File: src/hdl/est_pkg.sv
// Package with shared types and constants for the event subscription table.
`timescale 1ns / 1ps
package est_pkg;
    localparam int TABLE_ENTRIES_DEF = 16;
    localparam int CONN_COUNT_DEF = 16;
    localparam int CONTEXT_MAX_DEF = 8;
    localparam int CHANGED_LEVEL_DEF = 1;
    localparam int CHANGED_INDEX_DEF = 1;

    localparam logic [2:0] CMD_ADD_SUB = 3'd0;
    localparam logic [2:0] CMD_ADD_PLAIN = 3'd1;
    localparam logic [2:0] CMD_REMOVE = 3'd2;
    localparam logic [2:0] CMD_DROP = 3'd3;
    localparam logic [2:0] CMD_NOTIFY = 3'd4;

    localparam logic [1:0] ST_OK = 2'd0;
    localparam logic [1:0] ST_INVALID = 2'd1;
    localparam logic [1:0] ST_FULL = 2'd2;

    typedef enum logic [2:0] {
        t_IDLE,
        t_SCAN,
        t_WRITE,
        t_DONE
    } t_state;

    // Commands from the controller to the datapath.
    typedef struct packed {
        logic load;      // capture the request
        logic scan_step; // examine the current slot, advance index
        logic write_new; // write the new entry into the free slot
        logic emit_done; // present the final status item
    } t_ctrl;

    // Status from the datapath to the controller.
    typedef struct packed {
        logic scan_last; // current slot is the last one
        logic do_write;  // add needs a write after the scan
    } t_stat;
endpackage

File: src/hdl/est_ram.sv
// Generic RAM with one write port and one registered read port.
`timescale 1ns / 1ps
module est_ram #(
    parameter int WIDTH = 8,
    parameter int DEPTH = 16
) (
    input  logic                                       i_clk,
    input  logic                                       i_we,
    input  logic [((DEPTH > 1) ? $clog2(DEPTH) : 1)-1:0] i_waddr,
    input  logic [WIDTH-1:0]                           i_wdata,
    input  logic [((DEPTH > 1) ? $clog2(DEPTH) : 1)-1:0] i_raddr,
    output logic [WIDTH-1:0]                           o_rdata
);
    logic [WIDTH-1:0] r_mem [DEPTH];

    // Write port and registered read port.
    always_ff @(posedge i_clk) begin
        if (i_we) begin
            r_mem[i_waddr] <= i_wdata;
        end
        o_rdata <= r_mem[i_raddr];
    end
endmodule

File: src/hdl/est_ctrl.sv
// Controller state machine that sequences the table scan of each request.
`timescale 1ns / 1ps
module est_ctrl (
    input  logic          i_clk,
    input  logic          i_rst_n,
    input  logic          i_start,
    input  est_pkg::t_stat i_stat,
    output est_pkg::t_ctrl o_ctrl,
    output logic          o_busy
);
    est_pkg::t_state r_state, n_state;

    // State register.
    always_ff @(posedge i_clk) begin
        if (!i_rst_n) begin
            r_state <= est_pkg::t_IDLE;
        end else begin
            r_state <= n_state;
        end
    end

    // Next state.
    always_comb begin
        n_state = r_state;
        case (r_state)
            est_pkg::t_IDLE: begin
                if (i_start) n_state = est_pkg::t_SCAN;
            end
            est_pkg::t_SCAN: begin
                if (i_stat.scan_last) begin
                    n_state = i_stat.do_write ? est_pkg::t_WRITE : est_pkg::t_DONE;
                end
            end
            est_pkg::t_WRITE: n_state = est_pkg::t_DONE;
            est_pkg::t_DONE:  n_state = est_pkg::t_IDLE;
            default:          n_state = est_pkg::t_IDLE;
        endcase
    end

    // Outputs.
    always_comb begin
        o_ctrl = '0;
        o_busy = 1'b1;
        case (r_state)
            est_pkg::t_IDLE: begin
                o_busy = 1'b0;
                o_ctrl.load = i_start;
            end
            est_pkg::t_SCAN:  o_ctrl.scan_step = 1'b1;
            est_pkg::t_WRITE: o_ctrl.write_new = 1'b1;
            est_pkg::t_DONE:  o_ctrl.emit_done = 1'b1;
            default:          o_busy = 1'b1;
        endcase
    end

`ifndef NO_ASSERTIONS
    // A write only follows a scan.
    a_write_after_scan: assert property (@(posedge i_clk) disable iff (!i_rst_n)
        o_ctrl.write_new |-> $past(o_ctrl.scan_step))
        else $error("write without scan");
    // The status item is followed by idle.
    a_done_idle: assert property (@(posedge i_clk) disable iff (!i_rst_n)
        o_ctrl.emit_done |=> !o_busy)
        else $error("no idle after done");
    // A load only happens when idle.
    a_load_idle: assert property (@(posedge i_clk) disable iff (!i_rst_n)
        o_ctrl.load |-> !o_busy)
        else $error("load while busy");
`endif
endmodule

File: src/hdl/est_dp.sv
// Datapath: request register, entry memories, valid bits, scan and result logic.
`timescale 1ns / 1ps
module est_dp #(
    parameter int TABLE_ENTRIES = est_pkg::TABLE_ENTRIES_DEF,
    parameter int CONN_COUNT = est_pkg::CONN_COUNT_DEF,
    parameter int CONTEXT_MAX = est_pkg::CONTEXT_MAX_DEF,
    parameter int CHANGED_EVENT_LEVEL = est_pkg::CHANGED_LEVEL_DEF,
    parameter int CHANGED_EVENT_INDEX = est_pkg::CHANGED_INDEX_DEF
) (
    input  logic           i_clk,
    input  logic           i_rst_n,
    input  est_pkg::t_ctrl i_ctrl,
    output est_pkg::t_stat o_stat,
    input  logic           i_notify_disabled,
    input  logic [2:0]     i_cmd,
    input  logic [3:0]     i_conn_id,
    input  logic           i_conn_valid,
    input  logic [31:0]    i_emitter,
    input  logic [15:0]    i_event_level,
    input  logic [15:0]    i_event_index,
    input  logic [31:0]    i_subscriber_object,
    input  logic [15:0]    i_method_level,
    input  logic [15:0]    i_method_index,
    input  logic [63:0]    i_context_bytes,
    input  logic [15:0]    i_context_length,
    input  logic [7:0]     i_delivery,
    output logic           o_strobe,
    output logic           o_kind,
    output logic [1:0]     o_status,
    output logic [3:0]     o_target_conn,
    output logic [31:0]    o_target_object,
    output logic [15:0]    o_target_method_level,
    output logic [15:0]    o_target_method_index,
    output logic [63:0]    o_ctx_out,
    output logic [3:0]     o_ctx_out_length,
    output logic [15:0]    o_prop_level,
    output logic [15:0]    o_prop_index,
    output logic           o_last
);
    localparam int AW = (TABLE_ENTRIES > 1) ? $clog2(TABLE_ENTRIES) : 1;
    localparam int KEYW = 4 + 32 + 32;
    localparam int PAYW = 64 + 64 + 4 + 8;
    localparam logic [31:0] CHANGED = {CHANGED_EVENT_LEVEL[15:0], CHANGED_EVENT_INDEX[15:0]};
    localparam logic [AW-1:0] LAST_IDX = AW'(TABLE_ENTRIES - 1);

    // Request register.
    logic [2:0]  r_cmd;
    logic [3:0]  r_conn;
    logic        r_conn_ok;
    logic [31:0] r_em;
    logic [31:0] r_ev;
    logic [63:0] r_sub;
    logic [63:0] r_ctx;
    logic [3:0]  r_len;
    logic [7:0]  r_dlv;

    // Scan state.
    logic [TABLE_ENTRIES-1:0] r_valid;
    logic [AW-1:0] r_idx;        // address presented to the memories
    logic [AW-1:0] r_cur;        // slot whose data is on the read port
    logic          r_cur_ok;     // read data is meaningful
    logic          r_found;
    logic          r_free_ok;
    logic [AW-1:0] r_free;
    logic [1:0]    r_status;

    logic [KEYW-1:0] key_rd;
    logic [PAYW-1:0] pay_rd;
    logic [AW-1:0]   raddr;
    logic            we;

    // Clipped context for the add with subscriber.
    logic [3:0]  clip_len;
    logic [63:0] clip_mask;
    logic        add_cmd;
    always_comb begin
        if (i_context_length > 16'(CONTEXT_MAX)) clip_len = 4'(CONTEXT_MAX);
        else clip_len = i_context_length[3:0];
        clip_mask = '0;
        for (int b = 0; b < 8; b++) begin
            if (b < 32'(clip_len)) clip_mask[63-8*b -: 8] = 8'hFF;
        end
        add_cmd = (i_cmd == est_pkg::CMD_ADD_SUB) || (i_cmd == est_pkg::CMD_ADD_PLAIN);
    end

    // Memories hold key and payload; a write address picks the free slot.
    assign we = i_ctrl.write_new;
    assign raddr = i_ctrl.load ? '0 : r_idx;

    est_ram #(.WIDTH(KEYW), .DEPTH(TABLE_ENTRIES)) u_key (
        .i_clk(i_clk), .i_we(we), .i_waddr(r_free),
        .i_wdata({r_conn, r_em, r_ev}), .i_raddr(raddr), .o_rdata(key_rd));
    est_ram #(.WIDTH(PAYW), .DEPTH(TABLE_ENTRIES)) u_pay (
        .i_clk(i_clk), .i_we(we), .i_waddr(r_free),
        .i_wdata({r_sub, r_ctx, r_len, r_dlv}), .i_raddr(raddr), .o_rdata(pay_rd));

    logic [3:0]  k_conn;
    logic [31:0] k_em;
    logic [31:0] k_ev;
    logic        cur_valid;
    logic        key_match;
    logic        notify_hit;
    logic        scan_end;
    assign {k_conn, k_em, k_ev} = key_rd;
    assign cur_valid = r_valid[r_cur];
    assign key_match = cur_valid && k_conn == r_conn && k_em == r_em && k_ev == r_ev;
    assign notify_hit = r_cur_ok && cur_valid && !i_notify_disabled &&
                        r_cmd == est_pkg::CMD_NOTIFY && k_em == r_em && k_ev == CHANGED;

    function automatic logic key_match_now();
        return r_cur_ok && key_match;
    endfunction
    function automatic logic free_now();
        return r_free_ok || (r_cur_ok && !cur_valid);
    endfunction

    // Scan ends once the last slot's data has been examined.
    assign scan_end = r_cur_ok && r_cur == LAST_IDX;
    assign o_stat.scan_last = scan_end;
    assign o_stat.do_write = (r_cmd == est_pkg::CMD_ADD_SUB || r_cmd == est_pkg::CMD_ADD_PLAIN)
                             && r_conn_ok && !r_found && !key_match_now() && free_now();

    // Request capture, scan bookkeeping and table updates.
    always_ff @(posedge i_clk) begin
        if (!i_rst_n) begin
            r_valid <= '0;
            r_cur_ok <= 1'b0;
            r_idx <= '0;
            r_cur <= '0;
        end else begin
            if (i_ctrl.load) begin
                r_cmd <= i_cmd;
                r_conn <= i_conn_id;
                r_conn_ok <= i_conn_valid && (32'(i_conn_id) < CONN_COUNT);
                r_em <= i_emitter;
                r_ev <= {i_event_level, i_event_index};
                r_sub <= (i_cmd == est_pkg::CMD_ADD_SUB)
                         ? {i_subscriber_object, i_method_level, i_method_index} : '0;
                r_ctx <= (i_cmd == est_pkg::CMD_ADD_SUB) ? (i_context_bytes & clip_mask) : '0;
                r_len <= (i_cmd == est_pkg::CMD_ADD_SUB) ? clip_len : '0;
                r_dlv <= i_delivery;
                r_idx <= (TABLE_ENTRIES > 1) ? AW'(1) : '0;
                r_cur <= '0;
                r_cur_ok <= 1'b1;
                r_found <= 1'b0;
                r_free_ok <= 1'b0;
                r_status <= (i_cmd > est_pkg::CMD_NOTIFY) ? est_pkg::ST_INVALID
                          : (add_cmd && !(i_conn_valid && (32'(i_conn_id) < CONN_COUNT)))
                            ? est_pkg::ST_INVALID : est_pkg::ST_OK;
            end else if (i_ctrl.scan_step) begin
                if (key_match) r_found <= 1'b1;
                if (!cur_valid && !r_free_ok) begin
                    r_free_ok <= 1'b1;
                    r_free <= r_cur;
                end
                // Remove and drop clear matching slots in place.
                if (r_cmd == est_pkg::CMD_REMOVE && r_conn_ok && key_match)
                    r_valid[r_cur] <= 1'b0;
                if (r_cmd == est_pkg::CMD_DROP && cur_valid && k_conn == r_conn)
                    r_valid[r_cur] <= 1'b0;
                if (scan_end) begin
                    r_cur_ok <= 1'b0;
                    if ((r_cmd == est_pkg::CMD_ADD_SUB || r_cmd == est_pkg::CMD_ADD_PLAIN)
                        && r_conn_ok && !r_found && !key_match && !free_now())
                        r_status <= est_pkg::ST_FULL;
                end else begin
                    r_cur <= r_idx;
                    r_idx <= (r_idx == LAST_IDX) ? r_idx : r_idx + AW'(1);
                end
            end else if (i_ctrl.write_new) begin
                r_valid[r_free] <= 1'b1;
            end
        end
    end

    // Output register: one record per hit, then the status item.
    always_ff @(posedge i_clk) begin
        if (!i_rst_n) begin
            o_strobe <= 1'b0;
        end else begin
            o_strobe <= (i_ctrl.scan_step && notify_hit) || i_ctrl.emit_done;
        end
        if (i_ctrl.emit_done) begin
            o_kind <= 1'b0;
            o_status <= r_status;
            o_target_conn <= '0;
            o_target_object <= '0;
            o_target_method_level <= '0;
            o_target_method_index <= '0;
            o_ctx_out <= '0;
            o_ctx_out_length <= '0;
            o_prop_level <= '0;
            o_prop_index <= '0;
            o_last <= 1'b1;
        end else begin
            o_kind <= 1'b1;
            o_status <= est_pkg::ST_OK;
            o_target_conn <= k_conn;
            o_target_object <= pay_rd[PAYW-1 -: 32];
            o_target_method_level <= pay_rd[PAYW-33 -: 16];
            o_target_method_index <= pay_rd[PAYW-49 -: 16];
            o_ctx_out <= pay_rd[75:12];
            o_ctx_out_length <= pay_rd[11:8];
            o_prop_level <= r_ev[31:16];
            o_prop_index <= r_ev[15:0];
            o_last <= 1'b0;
        end
    end

`ifndef NO_ASSERTIONS
    // A write never targets a valid slot.
    a_free_write: assert property (@(posedge i_clk) disable iff (!i_rst_n)
        i_ctrl.write_new |-> !r_valid[r_free])
        else $error("write to valid slot");
    // Table full is only reported when every slot holds a valid entry.
    a_table_full: assert property (@(posedge i_clk) disable iff (!i_rst_n)
        (i_ctrl.emit_done && r_status == est_pkg::ST_FULL) |-> (&r_valid))
        else $error("full reported with free slot");
    // Records only appear for notify.
    a_notify_only: assert property (@(posedge i_clk) disable iff (!i_rst_n)
        (o_strobe && o_kind) |-> r_cmd == est_pkg::CMD_NOTIFY)
        else $error("record outside notify");
`endif
endmodule

File: src/hdl/event_subscription_table_top.sv
// Top level of the event subscription table.
`timescale 1ns / 1ps
// Usage:
// A request is taken at a rising edge where start is high and busy low;
// its fields sit on the i_ ports. The block scans all TABLE_ENTRIES slots,
// one slot per cycle from the registered read of the entry memory.
// Notify gives one record (o_kind 1) per matching slot, in slot order, while
// the scan runs; every request ends with one status item (o_kind 0, o_last 1).
// Each result is shown for one cycle with o_strobe high; the receiver cannot
// stall, so results are never held.
// A request passes the states SCAN, then WRITE for an add that stores a new
// entry, then DONE; busy is low again in the same cycle that carries the
// status item. The scan length is set by the single read port.
// i_notify_disabled_we with i_notify_disabled_wdata writes the notify disable
// register; write it only while idle.
// Synchronous reset clears all valid bits and the register; no clearing pass.
module event_subscription_table_top #(
    parameter int TABLE_ENTRIES = est_pkg::TABLE_ENTRIES_DEF,
    parameter int CONN_COUNT = est_pkg::CONN_COUNT_DEF,
    parameter int CONTEXT_MAX = est_pkg::CONTEXT_MAX_DEF,
    parameter int CHANGED_EVENT_LEVEL = est_pkg::CHANGED_LEVEL_DEF,
    parameter int CHANGED_EVENT_INDEX = est_pkg::CHANGED_INDEX_DEF
) (
    input  logic        i_clk,
    input  logic        i_rst_n,
    input  logic        i_notify_disabled_we,
    input  logic        i_notify_disabled_wdata,
    input  logic        start,
    output logic        busy,
    input  logic [2:0]  i_cmd,
    input  logic [3:0]  i_conn_id,
    input  logic        i_conn_valid,
    input  logic [31:0] i_emitter,
    input  logic [15:0] i_event_level,
    input  logic [15:0] i_event_index,
    input  logic [31:0] i_subscriber_object,
    input  logic [15:0] i_method_level,
    input  logic [15:0] i_method_index,
    input  logic [63:0] i_context_bytes,
    input  logic [15:0] i_context_length,
    input  logic [7:0]  i_delivery,
    output logic        o_strobe,
    output logic        o_kind,
    output logic [1:0]  o_status,
    output logic [3:0]  o_target_conn,
    output logic [31:0] o_target_object,
    output logic [15:0] o_target_method_level,
    output logic [15:0] o_target_method_index,
    output logic [63:0] o_ctx_out,
    output logic [3:0]  o_ctx_out_length,
    output logic [15:0] o_prop_level,
    output logic [15:0] o_prop_index,
    output logic        o_last
);
    est_pkg::t_ctrl ctrl;
    est_pkg::t_stat stat;
    logic r_notify_disabled;

    // Notify disable register.
    always_ff @(posedge i_clk) begin
        if (!i_rst_n) begin
            r_notify_disabled <= 1'b0;
        end else if (i_notify_disabled_we) begin
            r_notify_disabled <= i_notify_disabled_wdata;
        end
    end

    est_ctrl u_ctrl (
        .i_clk(i_clk), .i_rst_n(i_rst_n), .i_start(start),
        .i_stat(stat), .o_ctrl(ctrl), .o_busy(busy));

    est_dp #(
        .TABLE_ENTRIES(TABLE_ENTRIES), .CONN_COUNT(CONN_COUNT),
        .CONTEXT_MAX(CONTEXT_MAX), .CHANGED_EVENT_LEVEL(CHANGED_EVENT_LEVEL),
        .CHANGED_EVENT_INDEX(CHANGED_EVENT_INDEX)
    ) u_dp (
        .i_clk(i_clk), .i_rst_n(i_rst_n), .i_ctrl(ctrl), .o_stat(stat),
        .i_notify_disabled(r_notify_disabled),
        .i_cmd(i_cmd), .i_conn_id(i_conn_id), .i_conn_valid(i_conn_valid),
        .i_emitter(i_emitter), .i_event_level(i_event_level),
        .i_event_index(i_event_index), .i_subscriber_object(i_subscriber_object),
        .i_method_level(i_method_level), .i_method_index(i_method_index),
        .i_context_bytes(i_context_bytes), .i_context_length(i_context_length),
        .i_delivery(i_delivery),
        .o_strobe(o_strobe), .o_kind(o_kind), .o_status(o_status),
        .o_target_conn(o_target_conn), .o_target_object(o_target_object),
        .o_target_method_level(o_target_method_level),
        .o_target_method_index(o_target_method_index),
        .o_ctx_out(o_ctx_out), .o_ctx_out_length(o_ctx_out_length),
        .o_prop_level(o_prop_level), .o_prop_index(o_prop_index), .o_last(o_last));
endmodule
File: config.mk
export PLATFORM = sky130hd
export DESIGN_NAME = event_subscription_table_top
export DESIGN_NICKNAME = d
export VERILOG_FILES = /design/src/hdl/est_pkg.sv /design/src/hdl/est_ram.sv /design/src/hdl/est_ctrl.sv /design/src/hdl/est_dp.sv /design/src/hdl/event_subscription_table_top.sv
export SDC_FILE = /design/constraint.sdc
export NUM_CORES = 2
export LEC_CHECK = 0
export BUFFER_PORTS_ARGS = -buffer_cell sky130_fd_sc_hd__buf_2
export CORE_UTILIZATION = 43
export CTS_CLUSTER_DIAMETER = 40
export DETAILED_ROUTE_END_ITERATION = 6
export PLACE_DENSITY = 0.59
export SETUP_SLACK_MARGIN = 0.1
export SLEW_MARGIN = 40
export SYNTH_ARGS = -nofsm -noshare
export SYNTH_HDL_FRONTEND = slang
export SYNTH_SLANG_ARGS = --single-unit
File: constraint.sdc
create_clock -name i_clk -period 11.57 [get_ports i_clk]
set_clock_uncertainty 0.2 [all_clocks]
set_input_delay 0.5785 -clock i_clk [delete_from_list [all_inputs] [get_ports i_clk]]
set_output_delay 0.5785 -clock i_clk [all_outputs]
set_load 0.02 [all_outputs]
After elaboration in Yosys (flattened, before gate mapping)
Memory sizes are Yosys's and may differ from the RTL's. A register that Yosys moved wholly into a read port is not among the register bits.
Cells that the tools add are included.
Storage, ports and cells
  flip-flop bits (word level): 422
  memory bits (writable): 3328
  bits of input ports: 229
  output and inout port bits: 174
  memories kept: 2
Operators by class
  add/subtract/negate cells: 1
  order comparisons: 14
  equal/unequal tests: 18
  multiplexer cells: 53
  bitwise operators: 9
  reduce and logical (&&, ||, !) cells: 59
Memories
  u_dp.u_pay.r_mem: words 16, bits a word 140, rd ports 1, clocked after Yosys merged registers in 1, write ports 1, RTL line est_ram.sv:14  | logic [WIDTH-1:0] r_mem [DEPTH];
  u_dp.u_key.r_mem: words 16, bits a word 68, rd ports 1, clocked after Yosys merged registers in 1, write ports 1, RTL line est_ram.sv:14
Operators with widths (number)
  $mux 16: 7
  $and 64x64->64: 1
  $eq 32x32->1: 2
  $mux 8: 8
  $and 16x16->16: 2
  $eq 32x17->1 const B: 1
  $logic_and 1x1->1: 26
  $mux 1: 25
  $gt 16x4->1 const B: 1
  $lt 3x4->1 const A: 4
  $not 16->16: 1
  $or 16x16->16: 1
  $eq 3x2->1 const B: 4
  $reduce_and 3->1: 4
  $reduce_bool 2->1: 6
  $lt 4x5->1 const B: 2
  $mux 2: 5
  $reduce_and 2->1: 5
  $eq 3x1->1 const B: 3
  $logic_not 3->1: 3
  $pmux 3 s3: 1
  $demux 1 s4: 2
  $eq 4x4->1 const B: 2
  $ge 4x1->1 const B: 2
  16 further kinds: 36

Logic depth before layout (Yosys ltp)
  depth in word-level cells: 13
  gate-level depth with buffers: 12

Hierarchy
A second synthesis with hierarchy kept.
Unflattened totals
  cells, all modules: 6479
  area total of the unflattened synthesis: 143584.0 µm²
By module, submodules not included
  est_ram (u_dp.u_pay): instances 1, cells an instance 3671, area each 86929.6 µm²
  est_ram (u_dp.u_key): instances 1, cells an instance 1750, area each 41980.3 µm²
  est_dp: instances 1, cells an instance 1034, area each 14463.9 µm²
  est_ctrl: instances 1, cells an instance 21, area each 173.9 µm²
  event_subscription_table_top: instances 1, cells an instance 3, area each 36.3 µm²

Least setup slack after synthesis
No wires, ideal clock.
  path kind: register to register
  start: reg u_ctrl.r_state[0]
  end: mem u_dp.u_key.r_mem[0][0] in the netlist's numbering (enable)
  setup time: 0.764 ns
  arrival: 9.418 ns
  setup slack: 1.188 ns
  cell stages (with the launch flop): 5
  buffers on the path: 0
  clock period less this slack: 10.382 ns
  cells stage by stage: dfxtp_1 > inv_1 > ha_1 > or3b_2 > nor2_1
On the way
  cells in the longest elaborated chain, start to end: 4
Ends and longest elaborated chain
  from (decl): RTL line est_ctrl.sv:11  | est_pkg::t_state r_state, n_state;
  from (signal assigned): RTL line est_ctrl.sv:16  | r_state <= est_pkg::t_IDLE;
  from (signal assigned): RTL line est_ctrl.sv:18  | r_state <= n_state;
  $eq 3x2->1: RTL line est_ctrl.sv:44  | case (r_state)
  $mux 1: RTL line est_ctrl.sv:44
  $mux 1: RTL line est_ram.sv:18  | if (i_we) begin
  $mux 1 (not written as such): RTL line est_ram.sv:19  | r_mem[i_waddr] <= i_wdata;
  to (decl): RTL line est_ram.sv:14
No other way between the ends.

Worst setup path in the final report
  start: reg u_dp.r_idx[0]
  end: reg u_dp.u_key.o_rdata[62] (read register of u_dp.u_key.r_mem)
On the way
  cells in the longest elaborated chain, start to end: 1
Ends and longest elaborated chain
  from (decl): RTL line est_dp.sv:59  | logic [AW-1:0] r_idx;
  from (signal assigned): RTL line est_dp.sv:142  | r_idx <= (TABLE_ENTRIES > 1) ? AW'(1) : '0;
  from (signal assigned): RTL line est_dp.sv:168  | r_idx <= (r_idx == LAST_IDX) ? r_idx : r_idx + AW'(1);
  $mux 4: RTL line est_dp.sv:88  | assign raddr = i_ctrl.load ? '0 : r_idx;
  to (decl): RTL line est_ram.sv:12  | output logic [WIDTH-1:0] o_rdata
No other way between the ends.
A chain may end at the register's enable or synchronous reset.

==> results by group <==
Power and ir drop
  – Post-layout power: 36.6 mW
  – Lkg Pwr: 54.4 nW
  – PD cells: ~220 nW/µm²
  – Worst vdd ir: 0.158 mV

Setup path
  – Critical Path, Cell by Cell: buf_6 -> or2_4 -> buf_4 -> buf_12 -> o22ai_1 -> a311oi_1 -> a21oi_1 -> a21oi_1
  – Delay-heaviest family, CP: buffers and inverters
  – CP max FO: between 100 and 150
  – Critical path required time: 12.26 ns
  – Nature of the critical path endpoint: register
  – Slowest Stage Delay on Critical Path: 0.87 ns
  – Startpoint types: register
  – CP Class: reg -> reg
  – Crit path max-delay cell type: dfxtp_4
  – CP Buf/Inv Count: 3
  – CP arrival: 5.94 ns
  – Critical Path Most Common Cell: a21oi_1

Detailed routing
  – Routed len/inst: approximately 27 µm
  – DRC Markers: 0
  – DRT iter0 DRCs: 9362
  – DR vias: 82700
  – Initial DRT Pass Iterations: 6
  – Final WL: 380000 µm
  – Post-DRT Antenna Nets: 0
  – Vias per cell: 5.78

Flow run
  – Maxcap violations: 0

Logic synthesis
  – Synth top cells by count: 3412 x edfxtp_1, 1709 x nand2_1, 678 x o22ai_1
  – Yosys warnings: 0
  – Number of enable flip-flop cells after synthesis: between 3000 and 4000
  – Synth Register Bits: roughly 3800
  – Biggest area consumer among synthesized cells: edfxtp_1
  – Post-synth top flop: edfxtp_1
  – Asr flop ratio synth: 0%
  – Cells after Synth: between 8000 and 9000
  – Sequential area share after synthesis: between 70% and 80%
  – Syn avg cell area: 15.4 µm²
  – Synth cell types: 47
  – Synth Cell Area: 138000 µm²
  – Post-synth top area share: 74.1%
  – Ranking of synthesized cells by area: edfxtp_1 74%, dfxtp_1 5.8%, nand2_1 4.6%, o22ai_1 3.1%, a311oi_1 2.8%
  – Most frequent cell after synthesis: edfxtp_1
  – Syn_nets: 9201

Cells and area
  – Fin nets: 9841
  – Area of the multi-input gates: 25500 µm²
  – Final Cell Area: 164000 µm²
  – Layout fillers: ~26000
  – Area Growth Syn to Fin: 18.8%
  – Core Util, Final: 51.5%
  – Area occupied by registers: 110000 µm²
  – Layout cells sized above 1: 14.1%
  – Non-Filler Instances: 14300

Floorplanning
  – Die area: 324000 µm²
  – Die H: about 570 µm
  – I/O Pins: 403
  – Rows: 207
  – Area of the core: 319000 µm²
  – Initial core utilization: a little over two fifths
  – DIE WIDTH: 569 µm

Timing
  – Fmax: 0.191 GHz
  – PnR worst setup slack: 6.32 ns
  – Fin crit share: 45.3%
  – Final hold viol count: 0
  – RSZ-0062 raised after global routing: no
  – TNS Setup: 0 ns
  – Min Tclk post-route: 5.25 ns
  – Slew Limit Fails: 0
  – Min Hold Slack: 0.0789 ns
  – Final setup violation count: 0
  – Least-Margin Pin Slew: 1.26 ns
  – Slew margin rel.: 16.1%

Clock tree
  – Later-pin clock latency in the skew report: 0.97 ns
  – CTS tree: built
  – CTS Buffer Depth: 4
  – CTS resizes: 0
  – Clock Root Buffer: clkbuf_16
  – H-tree levels: 5
  – CTS Buf Count: 470
  – Reg clk slew, reported paths: roughly 0.060 ns
  – Clk sinks: approximately 3800

Outcome
  – Status: finished, final reports clean

Global routing
  – GRT Total Usage: 22.9%
  – Gr ovfl total: 0
  – Vias in the first global route: 82400
  – First-pass GRT wire length: 550000 µm
  – Largest net degree at the start of global routing: between 150 and 200
  – Initial antenna violation count: 23

Placement
  – Routability cong.: 0.754
  – Dpl cells: 13200
  – Placed cell area: 145000 µm²
  – DP Wirelength: 183000 µm
  – Port Buf Inserts: just under 400
  – Dpl ws: approximately 6.4 ns

Hold path
  – Worst Hold Class: in -> reg
[per-layer routing]
metal	vias to the layer above	global-route usage [%]	share of wire [%]
li1	36300	-	-
met1	42000	32.7	43
met2	3782	36.6	46
met3	566	3.14	8.2
met4	0	6.77	2.5
met5	-	0	0
[cell families after synthesis]
family / count (synthesis) / share of synthesized area [%]
AO/OA/AOI/OAI: 2098 / 10.1
multiplexers: 90 / 0.699
adder cells (fa/ha/maj): 5 / 0.0452
buffers and inverters: 632 / 1.78
AND/OR/NAND/NOR: 2260 / 6.99
XOR/XNOR: 69 / 0.437
flip-flops: 3813 / 79.9
[final timing paths]
check	to	slack, ns	depth (start not counted)	from
setup / recovery	u_dp.u_key.o_rdata[62]	6.32	8	u_dp.r_idx[0]
hold / removal	u_dp.r_len[0]	0.08	5	i_context_length[14]
setup reg to reg	u_dp.u_key.o_rdata[62]	6.32	8	u_dp.r_idx[0]
hold reg to reg	u_dp.o_ctx_out[46]	0.23	1	u_dp.u_pay.o_rdata[58]
[sequential cells by signal, summed over array words and instances (netlist names), 16 cells and up]
register and flops:
u_dp.o_target_object 32, u_dp.r_em 32, u_dp.u_pay.r_mem 2112, u_dp.o_ctx_out 64
u_dp.u_key.o_rdata 68, u_dp.o_prop_index 16, u_dp.o_prop_level 16, u_dp.o_target_method_level 16
u_dp.r_ev 32, u_dp.r_valid 16, u_dp.u_pay.o_rdata 132, u_dp.u_key.r_mem 1088
u_dp.o_target_method_index 16, u_dp.r_ctx 64, u_dp.r_sub 64
[power by group]
part	switching [mW]	total [mW]	internal (mW)
clock	5.90	15.0	9.14
sequential	0.724	16.8	16.1
combinational	3.26	4.75	1.49
total	9.88	36.6	26.7
[cell type report]
cell class	instances	area share, %
flip-flops and latches	3813	67.3
multi-input cells	4522	15.5
clock buffers	582	7.75
repair buffers	791	3.90
well taps	4284	3.26
clock inverters	308	2.23
inverters	9	0.0251
diodes	6	0.00914
[worst min-delay path, delay by kind of cell]
family | cells | cell delay [ns]
and+or+nand+nor | 3 | 0.24
buffers and inverters | 2 | 0.23
[layout by cell type (no fill, tap or decap), types with 28 or more instances in the layout]
master,synthesis,final
o22ai_1,678,678
buf_2,54,394
dlygate4sd3_1,0,209
a211oi_1,201,201
edfxtp_1,3412,3412
nand2_1,1709,1707
clkinvlp_4,0,63
nand3_1,89,89
clkbuf_1,534,70
and2_1,129,126
dfxtp_1,401,400
mux2i_1,86,86
a21oi_1,371,371
inv_6,0,42
clkinv_2,0,56
clkbuf_16,0,481
bufinv_16,0,55
a31oi_1,378,378
nor2_1,47,31
clkinv_4,0,28
a311oi_1,441,441
nor4_1,30,28
buf_6,2,40
xor2_1,68,67
buf_4,1,91
nor2b_1,211,211
clkbuf_8,0,31
buf_12,0,39
[repair_timing]
| item | 4_1_cts | 5_1_grt |
|---|---|---|
| hold endpoints to repair | 239 | 0 |
| setup buffers | 0 | 0 |
| hold buffers | 209 | 0 |
(Power assumes the default switching activity.)
